$ cat src/sv/cfla_ram.sv
// ----------------------------------------------------------------------------
// cfla_ram
// Generic single-port synchronous RAM with a registered read.
// ----------------------------------------------------------------------------
module cfla_ram #(
  parameter int Width = 8,
  parameter int Depth = 16
) (
  input  logic                     clk_i,
  input  logic                     we_i,
  input  logic [$clog2(Depth)-1:0] addr_i,
  input  logic [Width-1:0]         wdata_i,
  output logic [Width-1:0]         rdata_o
);
  logic [Width-1:0] mem_q [Depth];

  always_ff @(posedge clk_i) begin
    if (we_i) begin
      mem_q[addr_i] <= wdata_i;
    end
    rdata_o <= mem_q[addr_i];
  end
endmodule

$ cat config.mk
export PLATFORM = sky130hd
export DESIGN_NAME = cfla_ram
export DESIGN_NICKNAME = d
export VERILOG_FILES = /design/src/sv/cfla_ram.sv
export SDC_FILE = /design/constraint.sdc
export NUM_CORES = 1
export LEC_CHECK = 0
export ABC_AREA = 1
export BUFFER_PORTS_ARGS = -buffer_cell sky130_fd_sc_hd__buf_2
export CORE_UTILIZATION = 65
export CTS_BUF_LIST = sky130_fd_sc_hd__clkbuf_8
export CTS_CLUSTER_DIAMETER = 200
export DETAILED_ROUTE_END_ITERATION = 8
export HOLD_SLACK_MARGIN = 0.15
export PLACE_DENSITY_LB_ADDON = 0.25
export SETUP_SLACK_MARGIN = 0.15
export SYNTH_ARGS = -nofsm -noshare
export SYNTH_HDL_FRONTEND = slang
export SYNTH_SLANG_ARGS = --single-unit
$ cat constraint.sdc
create_clock -name clk_i -period 4.06 [get_ports clk_i]
set_input_delay 0.203 -clock clk_i [delete_from_list [all_inputs] [get_ports clk_i]]
set_output_delay 0.203 -clock clk_i [all_outputs]
set_load 0.01 [all_outputs]
# Yosys cells after proc, flatten, opt, wreduce, memory -nomap -nowiden

Memories as Yosys holds them, arrays and structs flattened. A register that Yosys moved wholly into a read port is not among the register bits.
Cells that the tools add are included.

Input bits: 14
RAM bits: 128
Memories: 1
Output and inout bits: 8
Flip-flop bits (word level): 0

Mux-type cells: 2

Memories:

| memory | depth | width | rd ports | clocked after memory_dff | wr ports | RTL line | text |
|---|---|---|---|---|---|---|---|
| mem_q  | 16    | 8     | 1        | 1                        | 1        | 15       | `logic [Width-1:0] mem_q [Depth];` |

Operators by type and width:

| kind             | number |
|---|---|
| 2-to-1 mux 1 bit | 2 |

# Depth between registers and ports, before layout

Word-level depth: 2
Depth in mapped cells: 11
Mapped depth without buffers: 9

# Worst setup path after synthesis

Ideal clock, no wire load.

Kind: input -> register
Start: input addr_i[1]
End: memory mem_q[3][0] (enable)
Setup slack: 2.480 ns
Path buffers: 2
Arrival: 1.210 ns
Stages on the path: 4
Data required time: 3.690 ns
Cell sequence: buf_2 -> clkbuf_1 -> nand3_1 -> nor2_1

RTL lines:

| element     | RTL line | text |
|---|---|---|
| from (decl) | 11       | `input logic [$clog2(Depth)-1:0] addr_i,` |
| to (decl)   | 15       |  |

No word-level cell before the write port.

# Worst setup path in the final report

Start: input addr_i[1]
End: memory mem_q[4][3] (enable)

No word-level cell before the write port.

==> results.md <==
* Die Y at 94.8 µm
* Crit Path Class: input port to flop
* Routed wl met2 at 5.36 mm
* Synth Register Bits at 136
* P_int at 2400 µW
* First-pass iteration count of the detailed router at 5
* First-pass GRT wire length at 18.4 mm
* VDD IR max at 412 µV
* Synth Area in Adders at 0
* Worst path arrival time at 2.35 ns
* Largest net degree at the start of global routing at 49
* Status: completed
* Final HPWL DP at 6.98 mm
* Sw frac at 0.210
* Worst-case clock skew at 0.00570 ns
* Synth area leaders: edfxtp_1 69%, nand2_1 23%, dfxtp_1 2.9%, inv_1 1.4%, nor2_1 1.2%
* I/O pins at 22
* Maxcap violations at 0
* Fmax at 453 MHz
* Antenna-violating nets left at 0
* Root Buffer Master: clkbuf_8
* Postcts setup bufs at 0
* Hold depth at 1
* Final setup TNS at 0 ns
* Starting Density at 0.677
* Post-Syn Nets at 562
* Core Footprint at 8260 µm²
* Die X at 94.8 µm
* Vias/cell at 5.43
* Syn Area/Cell at 10.2 µm²
* CTS clk-pin slew, worst paths at 0.07 ns
* Initial antenna violation count at 1
* Critical Path Sink Type: flop
* Nets at 583
* Switching pwr at 640 µW
* Tot Pwr at 3040 µW
* Total leakage power at 0.00268 µW
* Fillers at 536
* Fin. Hold Viols at 0
* Slew of the pin with the lowest slew margin at 0.830 ns
* Slew Viols, Final at 0
* Die area at 8980 µm²
* Worst-path fanout max at 35
* Num CTS Buffers at 17
* Synth Instances at 548
* CTS resizes at 0
* Clock Sinks at 136
* Post-Synth XOR/XNOR Area at 0
* GRT overflow at 0
* Area Overhead vs Synth at 10.8%
* Cts hold-fix bufs at 0
* Sequential power share at 0.518
* Worst-Skew Late Latency at 0.43 ns
* Multi-input gate area at 1390 µm²
* RD Place Congestion at 0.859
* WL met1 at 4.64 mm
* Multiplexer area fraction after synthesis at 0
* Synth cell types at 11
* Sequential fraction of the synthesis area at 0.716
* Largest area contributor in the netlist: edfxtp_1
* CTS H-tree lvls at 4
* Relative slew slack at 0.443
* # setup viols final at 0
* N_diodes at 0
* Routed vias at 3722
* Share of cells above drive strength 1 at 0.0912
* Final min period at 2.21 ns
* Synthesized cell area at 5590 µm²
* Drt initial violations at 393
* Clock share of power at 0.420
* Drt total wl at 11.5 mm
* Logic gate share of total power at 0.061
* CTS tree: yes
* CP Data Required Time at 4.20 ns
* Post-synthesis compound-gate area fraction at 0
* Yosys warns at 0
* Power per Cell Area at 491 nW/µm²
* Row cnt at 33
* Vias in the first global route at 3719
* Largest family of logic cells by synthesized area: simple AND/OR/NAND/NOR gates
* Yosys top cell area share at 0.687
* FF+latch area at 4000 µm²
* Crit share post-route at 0.544
* Metal3 WL at 1.01 mm
* Worst-case clock buffer depth at 2
* DR top layer: met5
* Cells on worst reg2reg path at 8
* Wirelength per Cell at 16.7 µm
* DRC viols at 0
* HP Class: input port to flop
* IO Port Bufs at 21
* Global Route Usage Sum at 0.295
* Worst setup SP type: input port
* RSZ-0062 raised after global routing: false
* Simple-gate share of the synthesized area at 0.248
-- stage by stage --
stage | cell area [µm²] | setup WS (ns) | util | instances | hold slack, ns
finish | 6190 | 1.85 | 0.750 | 686 | 0.201
global route | 6190 | 1.60 | 0.750 | 686 | 0.181
CTS | 6190 | 1.93 | 0.750 | 686 | 0.183
detailed placement | 5730 | 1.48 | 0.694 | 655 | 0.599
global placement | 5730 | 1.59 | 0.694 | 655 | 0.599
floorplan | 5590 | 2.48 | - | 548 | 0.302
-- synth_stat cells --
library cell  count
nor2_1           18
dfxtp_1           8
inv_2             1
edfxtp_1        128
inv_1            21
clkbuf_1          3
nand2_1         346
buf_2            12
nand3_1           4
buf_4             6
clkinv_1          1
-- routing by layer --
metal,track usage,up-vias
met5,0,-
met4,0.172,2
met3,0.0749,43
met2,0.444,185
met1,0.394,1702
li1,-,1790
-- flip-flops by register name (all words and copies together) (netlist names) --
register	cells
rdata_o	8
mem_q	128
-- area by class of cell --
type / count / share of cell area
Clock buffer: 17 / 0.0378
Clock inverter: 14 / 0.0376
Sequential cell: 136 / 0.646
Tap cell: 105 / 0.0212
Inverter: 23 / 0.0139
Multi-Input combinational cell: 368 / 0.224
Timing Repair Buffer: 23 / 0.0194
-- path summary, 6_finish.rpt --
path / startpoint / endpoint / slack [ns]
min reg2reg: mem_q[12][4] / rdata_o[4] / 0.73
min: wdata_i[7] / mem_q[7][7] / 0.20
max reg2reg: mem_q[5][1] / rdata_o[1] / 2.99
max: addr_i[1] / mem_q[4][3] / 1.85
-- layout by cell type, fill, tap and decap left out --
master / synthesis / layout
buf_2: 12 / 21
buf_4: 6 / 2
bufinv_16: 0 / 6
clkbuf_8: 0 / 17
clkinv_1: 1 / 1
clkinv_2: 0 / 2
clkinv_4: 0 / 4
dfxtp_1: 8 / 8
edfxtp_1: 128 / 128
inv_1: 21 / 23
inv_2: 1 / 1
nand2_1: 346 / 346
nand3_1: 4 / 4
nor2_1: 18 / 18
-- worst max-delay path: stages --
cell      delay (ns)
buf_2           0.47
clkinv_1        0.85
nand3_1         0.55
nor2_1          0.25
-- cells by family (layout without fill, tap and decap cells) --
group,after synthesis,in the layout
buffers and inverters,44,77
flip-flops,136,136
AND/OR/NAND/NOR,368,368
-- power by group through the flow --
stage | registers [µW] | logic [µW] | clock network (µW)
6_report | 1580 | 186 | 1280
2_1_floorplan | 1610 | 108 | 0
4_1_cts | 1580 | 184 | 1280
3_3_place_gp | 1610 | 178 | 0
5_1_grt | 1580 | 209 | 1340
3_5_place_dp | 1610 | 181 | 0
(Power assumes the default switching activity.)
